<file path="config.mk">
export PLATFORM = sky130hd
export DESIGN_NAME = fat_directory_entry_parser_top
export DESIGN_NICKNAME = d
export VERILOG_FILES = /design/src/fdep_pkg.sv /design/src/fat_directory_entry_parser_top.sv /design/src/fdep_ram.sv /design/src/fdep_front.sv /design/src/fdep_back.sv
export SDC_FILE = /design/constraint.sdc
export NUM_CORES = 2
export LEC_CHECK = 0
export BUFFER_PORTS_ARGS = -buffer_cell sky130_fd_sc_hd__buf_2
export CORE_MARGIN = 3
export CORE_UTILIZATION = 46
export CTS_BUF_LIST = sky130_fd_sc_hd__clkbuf_4
export DETAILED_ROUTE_END_ITERATION = 6
export PLACE_DENSITY_LB_ADDON = 0.25
export SYNTH_ARGS = -nofsm -noshare
export SYNTH_HDL_FRONTEND = slang
export SYNTH_SLANG_ARGS = --single-unit
</file>
<file path="constraint.sdc">
create_clock -name aclk -period 21.4 [get_ports aclk]
set_input_delay 5.35 -clock aclk [delete_from_list [all_inputs] [get_ports aclk]]
set_output_delay 5.35 -clock aclk [all_outputs]
set_load 0.02 [all_outputs]
</file>
<file path="src/fdep_pkg.sv">
// Package for the FAT directory entry parser: word types, codes and helpers.
// Depends on nothing; used by every module of the block except fdep_ram.
package fdep_pkg;

    localparam int MAX_ENTRIES_DEF     = 128;
    localparam int LONG_NAME_SLOTS_DEF = 20;
    localparam int NAME_BUFFER_DEF     = 256;

    localparam int CHARS_PER_SLOT = 13;
    localparam int ROW_BITS       = CHARS_PER_SLOT * 8;

    localparam logic [7:0]  B0_END      = 8'h00;
    localparam logic [7:0]  B0_DELETED  = 8'hE5;
    localparam logic [7:0]  ATTR_LFN    = 8'h0F;
    localparam logic [7:0]  SEQ_MASK    = 8'h1F;
    localparam logic [7:0]  LFN_FIRST   = 8'h40;
    localparam logic [7:0]  ATTR_LABEL  = 8'h08;
    localparam logic [7:0]  CH_SPACE    = 8'h20;
    localparam logic [7:0]  CH_DOT      = 8'h2E;
    localparam logic [7:0]  CH_UNDER    = 8'h5F;
    localparam logic [15:0] CH_PAD      = 16'hFFFF;

    localparam logic [1:0] RK_HEADER = 2'd0;
    localparam logic [1:0] RK_CHUNK  = 2'd1;
    localparam logic [1:0] RK_END    = 2'd2;

    typedef struct packed {
        logic        first_of_directory;
        logic [63:0] entry_bytes_0_7;
        logic [63:0] entry_bytes_8_15;
        logic [63:0] entry_bytes_16_23;
        logic [63:0] entry_bytes_24_31;
    } in_item_t;

    typedef struct packed {
        logic [1:0]  result_kind;
        logic [6:0]  entry_index;
        logic        is_directory;
        logic [31:0] start_cluster;
        logic [31:0] byte_size;
        logic [7:0]  name_length;
        logic        used_long_name;
        logic [63:0] name_chunk;
        logic        last;
    } out_item_t;

    typedef enum logic [2:0] {
        EK_END     = 3'd0,
        EK_DELETED = 3'd1,
        EK_LFN     = 3'd2,
        EK_SKIP    = 3'd3,
        EK_REGULAR = 3'd4
    } entry_kind_t;

    typedef struct packed {
        entry_kind_t  kind;
        logic         first;
        logic [255:0] bytes;
    } cmd_t;

    function automatic logic [7:0] lower_ascii(input logic [7:0] c);
        return (c >= 8'h41 && c <= 8'h5A) ? c + 8'd32 : c;
    endfunction

    // Byte offset of the i-th UTF-16 character inside a long-name piece.
    function automatic int lfn_offset(input int i);
        int off;
        unique case (i)
            0: off = 1;
            1: off = 3;
            2: off = 5;
            3: off = 7;
            4: off = 9;
            5: off = 14;
            6: off = 16;
            7: off = 18;
            8: off = 20;
            9: off = 22;
            10: off = 24;
            11: off = 28;
            default: off = 30;
        endcase
        return off;
    endfunction

endpackage

</file>
<file path="src/fat_directory_entry_parser_top.sv">
// FAT directory entry parser, top level. The back end walks a regular entry's name one
// character per cycle in its step state, once to measure it and once to fill chunks,
// leaving that state to send the header and each chunk word.
// Synchronous active-low reset clears all scan state and the store's row valid bits
// at once, so no clearing pass is needed. Depends on fdep_pkg, fdep_front, fdep_back.
module fat_directory_entry_parser_top #(
    parameter int MAX_ENTRIES     = fdep_pkg::MAX_ENTRIES_DEF,
    parameter int LONG_NAME_SLOTS = fdep_pkg::LONG_NAME_SLOTS_DEF,
    parameter int NAME_BUFFER     = fdep_pkg::NAME_BUFFER_DEF
) (
    input  logic                aclk,
    input  logic                aresetn,
    input  fdep_pkg::in_item_t  s_data,
    input  logic                s_valid,
    output logic                s_ready,
    output fdep_pkg::out_item_t m_data,
    output logic                m_valid,
    input  logic                m_ready
);
    import fdep_pkg::*;

    // The front end classifies each incoming word and holds up to two
    // commands, so the source can keep delivering while a name drains.
    cmd_t q_cmd;
    logic q_valid;
    logic q_pop;

    fdep_front u_front (
        .aclk    (aclk),
        .aresetn (aresetn),
        .s_data  (s_data),
        .s_valid (s_valid),
        .s_ready (s_ready),
        .q_cmd   (q_cmd),
        .q_valid (q_valid),
        .q_pop   (q_pop)
    );

    // The back end owns the scan state and the long-name store and
    // drives the registered result word.
    fdep_back #(
        .MAX_ENTRIES     (MAX_ENTRIES),
        .LONG_NAME_SLOTS (LONG_NAME_SLOTS),
        .NAME_BUFFER     (NAME_BUFFER)
    ) u_back (
        .aclk    (aclk),
        .aresetn (aresetn),
        .q_cmd   (q_cmd),
        .q_valid (q_valid),
        .q_pop   (q_pop),
        .m_data  (m_data),
        .m_valid (m_valid),
        .m_ready (m_ready)
    );
endmodule

</file>
<file path="src/fdep_ram.sv">
// Generic single-port-write, single-port-read RAM with registered read data.
// Depends on nothing.
module fdep_ram #(
    parameter int WIDTH = 8,
    parameter int DEPTH = 16,
    parameter int AW    = (DEPTH > 1) ? $clog2(DEPTH) : 1
) (
    input  logic             aclk,
    input  logic             wr_en,
    input  logic [AW-1:0]    wr_addr,
    input  logic [WIDTH-1:0] wr_data,
    input  logic             rd_en,
    input  logic [AW-1:0]    rd_addr,
    output logic [WIDTH-1:0] rd_data
);
    logic [WIDTH-1:0] mem_reg [DEPTH];

    always_ff @(posedge aclk) begin
        if (wr_en) begin
            mem_reg[wr_addr] <= wr_data;
        end
        if (rd_en) begin
            rd_data <= mem_reg[rd_addr];
        end
    end
endmodule

</file>
<file path="src/fdep_front.sv">
// Front end: takes input words, classifies each entry, queues commands.
// Depends on fdep_pkg.
module fdep_front (
    input  logic              aclk,
    input  logic              aresetn,
    input  fdep_pkg::in_item_t s_data,
    input  logic              s_valid,
    output logic              s_ready,
    output fdep_pkg::cmd_t    q_cmd,
    output logic              q_valid,
    input  logic              q_pop
);
    import fdep_pkg::*;

    cmd_t        mem_reg [2];
    logic        wr_ptr_reg, wr_ptr_next;
    logic        rd_ptr_reg, rd_ptr_next;
    logic [1:0]  cnt_reg, cnt_next;
    cmd_t        in_cmd;
    logic [7:0]  b0, attr;
    logic        push, pop;

    always_comb begin
        in_cmd.first = s_data.first_of_directory;
        in_cmd.bytes = {s_data.entry_bytes_24_31, s_data.entry_bytes_16_23,
                        s_data.entry_bytes_8_15, s_data.entry_bytes_0_7};
        b0   = in_cmd.bytes[7:0];
        attr = in_cmd.bytes[95:88];
        priority if (b0 == B0_END) begin
            in_cmd.kind = EK_END;
        end else if (b0 == B0_DELETED) begin
            in_cmd.kind = EK_DELETED;
        end else if (attr == ATTR_LFN) begin
            in_cmd.kind = EK_LFN;
        end else if ((attr & ATTR_LABEL) != 8'd0 || b0 == CH_DOT) begin
            in_cmd.kind = EK_SKIP;
        end else begin
            in_cmd.kind = EK_REGULAR;
        end
    end

    assign s_ready = (cnt_reg != 2'd2);
    assign q_valid = (cnt_reg != 2'd0);
    assign q_cmd   = mem_reg[rd_ptr_reg];
    assign push    = s_valid && s_ready;
    assign pop     = q_pop && q_valid;

    always_comb begin
        wr_ptr_next = push ? ~wr_ptr_reg : wr_ptr_reg;
        rd_ptr_next = pop ? ~rd_ptr_reg : rd_ptr_reg;
        cnt_next    = cnt_reg + {1'b0, push} - {1'b0, pop};
    end

    always_ff @(posedge aclk) begin
        if (!aresetn) begin
            wr_ptr_reg <= 1'b0;
            rd_ptr_reg <= 1'b0;
            cnt_reg    <= 2'd0;
        end else begin
            wr_ptr_reg <= wr_ptr_next;
            rd_ptr_reg <= rd_ptr_next;
            cnt_reg    <= cnt_next;
        end
    end

    always_ff @(posedge aclk) begin
        if (push) begin
            mem_reg[wr_ptr_reg] <= in_cmd;
        end
    end
endmodule

</file>
<file path="src/fdep_back.sv">
// Back end: scan state, long-name store and result sequencing.
// Depends on fdep_pkg and fdep_ram.
module fdep_back #(
    parameter int MAX_ENTRIES     = fdep_pkg::MAX_ENTRIES_DEF,
    parameter int LONG_NAME_SLOTS = fdep_pkg::LONG_NAME_SLOTS_DEF,
    parameter int NAME_BUFFER     = fdep_pkg::NAME_BUFFER_DEF
) (
    input  logic               aclk,
    input  logic               aresetn,
    input  fdep_pkg::cmd_t     q_cmd,
    input  logic               q_valid,
    output logic               q_pop,
    output fdep_pkg::out_item_t m_data,
    output logic               m_valid,
    input  logic               m_ready
);
    import fdep_pkg::*;

    localparam int AW    = (LONG_NAME_SLOTS > 1) ? $clog2(LONG_NAME_SLOTS) : 1;
    localparam int ROW_W = $clog2(LONG_NAME_SLOTS + 1);
    localparam logic [7:0] NAME_MAX = 8'(NAME_BUFFER - 1);
    localparam logic [7:0] COUNT_MAX = 8'(MAX_ENTRIES);

    typedef enum logic [4:0] {
        ST_IDLE   = 5'b00001,
        ST_LFN_WR = 5'b00010,
        ST_STEP   = 5'b00100,
        ST_HDR    = 5'b01000,
        ST_EMIT   = 5'b10000
    } state_t;

    state_t               state_reg, state_next;
    cmd_t                 cmd_reg, cmd_next;
    logic [7:0]           count_reg, count_next;
    logic                 done_reg, done_next;
    logic                 active_reg, active_next;
    logic [LONG_NAME_SLOTS-1:0] valid_reg, valid_next;
    logic                 src_long_reg, src_long_next;
    logic                 phase_reg, phase_next;
    logic [7:0]           len_reg, len_next;
    logic [7:0]           sent_reg, sent_next;
    logic [ROW_W-1:0]     row_reg, row_next, row_inc;
    logic [3:0]           col_reg, col_next;
    logic [3:0]           k_reg, k_next;
    logic [2:0]           fill_reg, fill_next;
    logic [63:0]          chunk_reg, chunk_next;
    out_item_t            out_reg, out_next;
    logic                 out_valid_reg, out_valid_next;

    logic                 ram_wr_en, ram_rd_en;
    logic [AW-1:0]        ram_wr_addr, ram_rd_addr;
    logic [ROW_BITS-1:0]  ram_wr_data, ram_rd_data;

    logic [7:0]           eff_count;
    logic                 eff_done, eff_active, first_piece, slot_free, row_ok;
    logic [LONG_NAME_SLOTS-1:0] eff_valid;
    logic [7:0]           qb0;
    logic [4:0]           seq;
    logic [7:0]           c, sb, attr;
    logic                 skip, at_end, stop;
    logic [15:0]          ch;
    logic [3:0]           k_m1;

    fdep_ram #(.WIDTH(ROW_BITS), .DEPTH(LONG_NAME_SLOTS), .AW(AW)) u_store (
        .aclk    (aclk),
        .wr_en   (ram_wr_en),
        .wr_addr (ram_wr_addr),
        .wr_data (ram_wr_data),
        .rd_en   (ram_rd_en),
        .rd_addr (ram_rd_addr),
        .rd_data (ram_rd_data)
    );

    assign m_data  = out_reg;
    assign m_valid = out_valid_reg;

    always_comb begin
        qb0        = q_cmd.bytes[7:0];
        seq        = qb0[4:0] & SEQ_MASK[4:0];
        first_piece = (qb0 & LFN_FIRST) != 8'd0;
        eff_count  = q_cmd.first ? 8'd0 : count_reg;
        eff_done   = q_cmd.first ? 1'b0 : done_reg;
        eff_active = q_cmd.first ? 1'b0 : active_reg;
        eff_valid  = q_cmd.first ? '0 : valid_reg;
        slot_free  = !out_valid_reg || m_ready;
        attr       = cmd_reg.bytes[95:88];
        row_inc    = row_reg + ROW_W'(1);
        k_m1       = k_reg - 4'd1;

        // Store entries outside the written rows read as zero.
        row_ok = 1'b0;
        for (int j = 0; j < LONG_NAME_SLOTS; j++) begin
            if (row_reg == ROW_W'(j) && valid_reg[j]) begin
                row_ok = 1'b1;
            end
        end

        // Current name character from the long-name store or the 8.3 name.
        skip   = 1'b0;
        at_end = 1'b0;
        c      = 8'd0;
        sb     = 8'd0;
        if (src_long_reg) begin
            c      = row_ok ? ram_rd_data[{col_reg, 3'b000} +: 8] : 8'd0;
            at_end = (c == 8'd0) || (len_reg == NAME_MAX);
        end else if (k_reg < 4'd8) begin
            sb     = cmd_reg.bytes[{k_reg, 3'b000} +: 8];
            skip   = (sb == CH_SPACE);
            c      = lower_ascii(sb);
            at_end = (sb == 8'd0);
        end else if (k_reg == 4'd8) begin
            at_end = (cmd_reg.bytes[71:64] == CH_SPACE);
            c      = CH_DOT;
        end else if (k_reg < 4'd12) begin
            sb     = cmd_reg.bytes[{k_m1, 3'b000} +: 8];
            skip   = (sb == CH_SPACE);
            c      = lower_ascii(sb);
            at_end = (sb == 8'd0);
        end else begin
            at_end = 1'b1;
        end

        // Merge of a long-name piece into its row.
        stop        = 1'b0;
        ram_wr_data = '0;
        for (int i = 0; i < CHARS_PER_SLOT; i++) begin
            ch = {cmd_reg.bytes[(lfn_offset(i) + 1) * 8 +: 8],
                  cmd_reg.bytes[lfn_offset(i) * 8 +: 8]};
            if (ch == 16'd0 || ch == CH_PAD) begin
                stop = 1'b1;
            end
            if (!stop) begin
                ram_wr_data[i*8 +: 8] = (ch < 16'd128) ? ch[7:0] : CH_UNDER;
            end else begin
                ram_wr_data[i*8 +: 8] = row_ok ? ram_rd_data[i*8 +: 8] : 8'd0;
            end
        end

        state_next     = state_reg;
        cmd_next       = cmd_reg;
        count_next     = count_reg;
        done_next      = done_reg;
        active_next    = active_reg;
        valid_next     = valid_reg;
        src_long_next  = src_long_reg;
        phase_next     = phase_reg;
        len_next       = len_reg;
        sent_next      = sent_reg;
        row_next       = row_reg;
        col_next       = col_reg;
        k_next         = k_reg;
        fill_next      = fill_reg;
        chunk_next     = chunk_reg;
        out_next       = out_reg;
        out_valid_next = out_valid_reg && !m_ready;
        q_pop          = 1'b0;
        ram_rd_en      = 1'b0;
        ram_rd_addr    = row_reg[AW-1:0];
        ram_wr_en      = 1'b0;
        ram_wr_addr    = row_reg[AW-1:0];

        unique case (state_reg)
            ST_IDLE: begin
                if (q_valid) begin
                    if (eff_done || eff_count >= COUNT_MAX) begin
                        q_pop       = 1'b1;
                        count_next  = eff_count;
                        done_next   = eff_done;
                        active_next = eff_active;
                        valid_next  = eff_valid;
                    end else begin
                        unique case (q_cmd.kind)
                            EK_END: begin
                                if (slot_free) begin
                                    q_pop          = 1'b1;
                                    count_next     = eff_count;
                                    done_next      = 1'b1;
                                    active_next    = eff_active;
                                    valid_next     = eff_valid;
                                    out_next       = '0;
                                    out_next.result_kind = RK_END;
                                    out_next.entry_index = eff_count[6:0];
                                    out_next.last  = 1'b1;
                                    out_valid_next = 1'b1;
                                end
                            end
                            EK_DELETED, EK_SKIP: begin
                                q_pop       = 1'b1;
                                count_next  = eff_count;
                                done_next   = eff_done;
                                active_next = 1'b0;
                                valid_next  = eff_valid;
                            end
                            EK_LFN: begin
                                q_pop       = 1'b1;
                                count_next  = eff_count;
                                done_next   = eff_done;
                                active_next = first_piece ? 1'b1 : eff_active;
                                valid_next  = first_piece ? '0 : eff_valid;
                                cmd_next    = q_cmd;
                                if ((first_piece || eff_active) && seq != 5'd0 &&
                                    int'(seq) <= LONG_NAME_SLOTS) begin
                                    ram_rd_en   = 1'b1;
                                    ram_rd_addr = AW'(seq - 5'd1);
                                    row_next    = ROW_W'(seq - 5'd1);
                                    state_next  = ST_LFN_WR;
                                end
                            end
                            EK_REGULAR: begin
                                q_pop         = 1'b1;
                                count_next    = eff_count;
                                done_next     = eff_done;
                                active_next   = 1'b0;
                                valid_next    = eff_valid;
                                cmd_next      = q_cmd;
                                src_long_next = eff_active;
                                phase_next    = 1'b0;
                                len_next      = 8'd0;
                                row_next      = '0;
                                col_next      = 4'd0;
                                k_next        = 4'd0;
                                ram_rd_en     = 1'b1;
                                ram_rd_addr   = '0;
                                state_next    = ST_STEP;
                            end
                            default: begin
                                q_pop = 1'b1;
                            end
                        endcase
                    end
                end
            end
            ST_LFN_WR: begin
                ram_wr_en = 1'b1;
                for (int j = 0; j < LONG_NAME_SLOTS; j++) begin
                    if (row_reg == ROW_W'(j)) begin
                        valid_next[j] = 1'b1;
                    end
                end
                state_next = ST_IDLE;
            end
            ST_STEP: begin
                if (!phase_reg && at_end) begin
                    if (src_long_reg && len_reg == 8'd0) begin
                        // Empty long name: fall back to the 8.3 name.
                        src_long_next = 1'b0;
                        k_next        = 4'd0;
                    end else begin
                        state_next = ST_HDR;
                    end
                end else begin
                    if (!skip) begin
                        if (!phase_reg) begin
                            len_next = len_reg + 8'd1;
                        end else begin
                            for (int j = 0; j < 8; j++) begin
                                if (fill_reg == 3'(j)) begin
                                    chunk_next[j*8 +: 8] = c;
                                end
                            end
                            sent_next = sent_reg + 8'd1;
                            fill_next = fill_reg + 3'd1;
                            if (fill_reg == 3'd7 || sent_reg + 8'd1 == len_reg) begin
                                state_next = ST_EMIT;
                            end
                        end
                    end
                    if (src_long_reg) begin
                        if (col_reg == 4'(CHARS_PER_SLOT - 1)) begin
                            col_next    = 4'd0;
                            row_next    = row_inc;
                            ram_rd_en   = 1'b1;
                            ram_rd_addr = row_inc[AW-1:0];
                        end else begin
                            col_next = col_reg + 4'd1;
                        end
                    end else begin
                        k_next = k_reg + 4'd1;
                    end
                end
            end
            ST_HDR: begin
                if (slot_free) begin
                    out_next                = '0;
                    out_next.result_kind    = RK_HEADER;
                    out_next.entry_index    = count_reg[6:0];
                    out_next.is_directory   = attr[4];
                    out_next.start_cluster  = {cmd_reg.bytes[175:160], cmd_reg.bytes[223:208]};
                    out_next.byte_size      = cmd_reg.bytes[255:224];
                    out_next.name_length    = len_reg;
                    out_next.used_long_name = src_long_reg;
                    out_next.last           = (len_reg == 8'd0);
                    out_valid_next          = 1'b1;
                    if (len_reg == 8'd0) begin
                        count_next = count_reg + 8'd1;
                        state_next = ST_IDLE;
                    end else begin
                        phase_next = 1'b1;
                        sent_next  = 8'd0;
                        fill_next  = 3'd0;
                        chunk_next = '0;
                        row_next   = '0;
                        col_next   = 4'd0;
                        k_next     = 4'd0;
                        ram_rd_en  = src_long_reg;
                        ram_rd_addr = '0;
                        state_next = ST_STEP;
                    end
                end
            end
            ST_EMIT: begin
                if (slot_free) begin
                    out_next             = '0;
                    out_next.result_kind = RK_CHUNK;
                    out_next.entry_index = count_reg[6:0];
                    out_next.name_chunk  = chunk_reg;
                    out_next.last        = (sent_reg == len_reg);
                    out_valid_next       = 1'b1;
                    chunk_next           = '0;
                    fill_next            = 3'd0;
                    if (sent_reg == len_reg) begin
                        count_next = count_reg + 8'd1;
                        state_next = ST_IDLE;
                    end else begin
                        state_next = ST_STEP;
                    end
                end
            end
            default: begin
                state_next = ST_IDLE;
            end
        endcase
    end

    always_ff @(posedge aclk) begin
        if (!aresetn) begin
            state_reg     <= ST_IDLE;
            count_reg     <= 8'd0;
            done_reg      <= 1'b0;
            active_reg    <= 1'b0;
            valid_reg     <= '0;
            out_valid_reg <= 1'b0;
        end else begin
            state_reg     <= state_next;
            count_reg     <= count_next;
            done_reg      <= done_next;
            active_reg    <= active_next;
            valid_reg     <= valid_next;
            out_valid_reg <= out_valid_next;
        end
    end

    always_ff @(posedge aclk) begin
        cmd_reg      <= cmd_next;
        src_long_reg <= src_long_next;
        phase_reg    <= phase_next;
        len_reg      <= len_next;
        sent_reg     <= sent_next;
        row_reg      <= row_next;
        col_reg      <= col_next;
        k_reg        <= k_next;
        fill_reg     <= fill_next;
        chunk_reg    <= chunk_next;
        out_reg      <= out_next;
    end
endmodule

</file>
Word-level counts from Yosys, hierarchy flattened
Memory sizes are Yosys's and may differ from the RTL's. A register that Yosys moved wholly into a read port is not among the register bits.
Index checks and enable logic that the tools add are counted.
{"block": "totals", "register_bits": 542, "latch_bits": 0, "ram_bits": 2600, "romBits": 0, "in_bits": 261, "out_inout_bits": 150, "wordCells": 596, "mem_count": 2}
{"block": "classes", "addsub": 13, "n_mul": 0, "div": 0, "n_lt_le_gt_ge": 21, "eq_ne": 117, "shift": 3, "mux": 255, "n_bitwise": 3, "reduce_logical": 128}
{"name": "u_back.u_store.mem_reg", "words": 20, "width": 104, "read_ports": 1, "rd_ports_with_merged_regs": 1, "wr": 1, "line_no": "fdep_ram.sv:16", "source": "logic [WIDTH-1:0] mem_reg [DEPTH];"}
{"name": "u_front.mem_reg", "words": 2, "width": 260, "read_ports": 1, "rd_ports_with_merged_regs": 1, "wr": 1, "line_no": "fdep_front.sv:15", "source": "cmd_t mem_reg [2];"}
{"cell": "$mux 148", "count": 6}
{"cell": "$mux 8", "count": 73}
{"cell": "$shiftx 256x8->8", "count": 2}
{"cell": "$pmux 148 s3", "count": 1}
{"cell": "$mux 64", "count": 6}
{"cell": "$eq 16x16->1 const B", "count": 13}
{"cell": "$logic_not 16->1", "count": 13}
{"cell": "$lt 16x8->1 const B", "count": 13}
{"cell": "$pmux 64 s3", "count": 1}
{"cell": "$shiftx 104x8->8", "count": 1}
{"cell": "$mux 1", "count": 102}
{"cell": "$mux 20", "count": 5}
{"cell": "$reduce_and 5->1", "count": 20}
{"cell": "$mux 5", "count": 18}
{"cell": "$reduce_and 8->1", "count": 11}
{"cell": "$ne 2x1->1 const B", "count": 37}
{"cell": "$pmux 20 s3", "count": 1}
{"cell": "$pmux 8 s2", "count": 3}
{"cell": "$eq 5x4->1 const B", "count": 9}
{"cell": "$mux 4", "count": 11}
{"cell": "$logic_not 8->1", "count": 5}
{"cell": "$pmux 20 s2", "count": 1}
{"cell": "$mux 3", "count": 12}
{"cell": "$eq 8x6->1 const B", "count": 4}
{"cell": "57 further kinds", "count": 172}

Logic depth before layout (Yosys ltp)
{"block": "logic_depth", "depth_word": 29, "depth_mapped": 22}

By module
From an unflattened synthesis, not the netlist that was laid out.
{"block": "hier_totals", "cells_unflattened": 6977, "hier_area_um2": 127389.7}
{"mod": "fdep_ram", "instances": 1, "cells_each": 4103, "area_per_inst_um2": 82395.3, "seq_area_each_um2": 65582.9}
{"mod": "fdep_back", "instances": 1, "cells_each": 2024, "area_per_inst_um2": 25812.3, "seq_area_each_um2": 15745.1}
{"mod": "fdep_front", "instances": 1, "cells_each": 850, "area_per_inst_um2": 19182.1, "seq_area_each_um2": 15715.1}

Least setup slack after synthesis
OpenSTA, ideal clock, no wires.
{"block": "synth_path", "kind": "input to register", "from": "input s_valid", "to": "register u_front.wr_ptr_reg", "setup_ns": 0.109, "t_arrival_ns": 17.045, "required_ns": 21.291, "path_slack_ns": 4.247, "stages": 3, "path_cell_list": "nand2_1 > nor2_1 > o21a_1"}
{"block": "synth_via", "elab_chain_cells": 1}
{"item": "start, declared", "line_no": "fat_directory_entry_parser_top.sv:14", "source": "input logic s_valid,"}
{"item": "$logic_and 1x1->1", "line_no": "fdep_front.sv:45", "source": "assign push = s_valid && s_ready;"}
{"item": "end signal, assigned", "line_no": "fdep_front.sv:60", "source": "wr_ptr_reg <= wr_ptr_next;"}
{"item": "end, declared", "line_no": "fdep_front.sv:16", "source": "logic wr_ptr_reg, wr_ptr_next;"}
No other way between the ends.
A chain may end at the register's enable or synchronous reset.

Worst setup path in the final report
{"block": "layout_path", "from": "input m_ready", "to": "register u_back.u_store.rd_data[24], read port of u_back.u_store.mem_reg, data pin"}
{"block": "layout_via", "elab_chain_cells": 3, "word_cells_on_any_way": 5, "classes_between": "4 x mux; 1 x reduce/logical"}
{"item": "start, declared", "line_no": "fat_directory_entry_parser_top.sv:18", "source": "input logic m_ready"}
{"item": "$logic_or 1x1->1 *", "line_no": "fdep_back.sv:85", "source": "slot_free = !out_valid_reg || m_ready;"}
{"item": "$mux 5 / $mux 1 (equally long branches)"}
{"item": "$pmux 5 s3 / $pmux 1 s3 (equally long branches)", "line_no": "fdep_back.sv:162", "source": "unique case (state_reg)"}
{"item": "end, declared", "line_no": "fdep_ram.sv:14", "source": "output logic [WIDTH-1:0] rd_data"}
Mark *: on every way between the ends. The rest lies on a longest branch, timed or not.

==> results.md <==
- Commonest non-fill, non-tap cell in the layout: edfxtp_1
- Max clock buf depth: 4
- WP data required: 22.57 ns
- Synthesized instance count: 8397
- Root Buffer: clkbuf_4
- Status: finished clean
- Register clock-pin slew on the reported worst setup and hold paths: 0.06 ns
- IO Count: 411
- Tmin final: 9.99 ns
- Fin util: 0.522
- Power, Total: 0.0172 W
- Routability Congestion: 0.876
- Layout cell share with drive strength beyond 1: 0.220
- Die boundary height: 535 um
- Leakage: 50.5 nW
- Mapped Nets: 8683
- Mapped Area: 129000 um^2
- Peak Freq: 100 MHz
- Final setup viols: 0
- HP Class: reg2reg
- H-tree levels: 6
- Final WL: 353000 um
- Post-synthesis cell type count: 81
- Synth warn: 0
- Port-buffer cells: 410
- CTS sink count: 3247
- Global-route usage over all layers: 0.240
- Worst path arrival time: 11.16 ns
- Worst vdd ir: 146 uV
- DR WL/cell: 26.0 um
- Post-route DRC: 0
- RSZ-0062 raised after global routing: false
- Post-synth EDFFs: 3201
- Vias: 78000
- Clock Skew: 0.118 ns
- Router iterations before antenna repair: 6
- Sequential share of the synthesized area: 0.754
- First-pass GRT wire length: 511000 um
- Slew margin rel.: 0.0656
- Vias in the first global route: 77500
- Post-CTS setup buffer count: 0
- Initial antenna violation count: 47
- Synth Area per Inst: 15.3 um^2
- Max Cap Viol: 0
- Fill cells: 22900
- PnR worst setup slack: 11.41 ns
- Largest net degree at the start of global routing: 180
- Core Footprint: 277000 um^2
- Slew Limit Fails: 0
- Hold Fails Final Rpt: 0
- Worst slack, placed: 9.97 ns
- Fin Setup TNS: 0 ns
- CTS tree: done
- #FFs+latches synth: 3247
- P&R area growth vs syn: 12.6%
- Worst-path fanout max: 111
- CTS resizes: 0
- Die area: 286000 um^2
- Initial core utilization: 0.464
- Tcrit/Tclk final: 0.467
- Via density: 5.74
- Most frequent cells in the layout: edfxtp_1 (3201), nand2_1 (1394), clkbuf_4 (1101)
- Tightest Pin Transition: 1.40 ns
- Die W: 535 um
- Final global-route overflow total: 0
- Max reg flops: 2080
- CTS buffer count: 784
- DR iter-0 viols: 8850
- Worst setup SP type: primary input
- Hold buffers post-CTS: 0
- Worst Hold Slack: 0.465 ns
- Critical Path Sink Type: flop
- Routed Antenna Nets: 0
- Site Rows: 193
- Ys flop type: edfxtp_1
- Worst-Skew Late Latency: 1.39 ns
- Pwr Density: 119 nW/um^2
- WS Path Type: in2reg
- Fin nets: 9561
- DP Wirelength: 190000 um
- Synth async-reset ratio: 0
path summary, 6_finish.rpt:
check | from | to | slack [ns] | cells past startpoint
hold / removal | u_back.valid_reg[19] | u_back.valid_reg[19] | 0.46 | 1
setup reg to reg | flop | u_back.u_store.rd_data[24] | 12.38 | 16
setup / recovery | m_ready | u_back.u_store.rd_data[24] | 11.41 | 16
hold reg to reg | u_back.valid_reg[19] | u_back.valid_reg[19] | 0.46 | 1
area by class of cell:
class | instances | area, um^2 | share of cell area
clock inverter | 262 | 1390 | 0.00961
clock buffer | 1101 | 8270 | 0.0570
inverter | 45 | 184 | 0.00127
multi-input combinational | 4636 | 29900 | 0.207
tap | 3705 | 4640 | 0.0320
antenna | 24 | 60.1 | 0.000414
timing repair buffer | 561 | 3400 | 0.0234
sequential | 3247 | 97000 | 0.670
report_power, final:
| group | internal (W) | switching [W] |
|---|---|---|
| logic | 0.00160 | 0.00313 |
| clock network | 0.00247 | 0.00243 |
| registers | 0.00739 | 0.000200 |
| total | 0.0115 | 0.00576 |
cell usage after synthesis, types with 7 or more instances:
cell type     n  area, um^2
xor2_1       18         158
mux2_2      272        3060
nor2_1      158         593
o21a_1       27         203
and2_1      159         995
a21boi_0      7        52.6
buf_2       126         631
inv_1        42         158
nor2b_1      27         169
o31ai_1       7        52.6
nor3_1       73         365
buf_1        45         169
nand3b_1    106         796
a211oi_1     14         105
o22ai_1     110         688
clkbuf_1    289        1080
nand3_1     579        2900
a21oi_1     413        2070
xnor2_1      17         149
mux2i_1     674        6750
a31oi_1      19         119
nor4_1      147         920
nand2_1    1394        5230
or3_1         8        50.1
ha_1         25         313
nand4_1      62         388
a22oi_1       9        67.6
mux4_2       74        1670
o21ai_0      71         355
or2_2         8        50.1
a21o_1       10        75.1
dfxtp_1      46         921
edfxtp_1   3201       96100
o211ai_1      8        60.1
and3_1       29         181
layer usage:
metal  track usage  part of all wire
met3        0.0605              0.10
met5             0           0.00056
met2         0.374              0.47
met1         0.328              0.40
met4        0.0875             0.031
cells by family after synthesis:
group                      share of synthesized area
buffers and inverters                         0.0166
AOI/OAI and AO/OA                             0.0350
muxes                                         0.0896
xor gates and xnor gates                     0.00251
adders and majority gates                    0.00243
and+or+nand+nor                                0.100
DFF                                            0.754
stage by stage:
stage | cells | instance area (um^2)
final | 13600 | 145000
after global routing | 13600 | 145000
after CTS | 13600 | 145000
after detailed placement | 12200 | 135000
after global placement | 12200 | 135000
after floorplan | 8397 | 129000
worst max-delay path: stages:
cell and delay [ns]:
buf_2 0.12, nor2b_1 0.12, buf_4 0.19, nor2_1 0.07, nor2_1 0.18, or3_1 0.14
a21oi_1 0.09, a221o_4 0.64, inv_8 0.67, buf_4 0.88, buf_4 0.85, buf_4 0.88
mux2i_1 0.19, mux2i_1 0.18, o22ai_1 0.10, nor4_1 0.32
No activity file was read; power rests on OpenSTA's default activity.
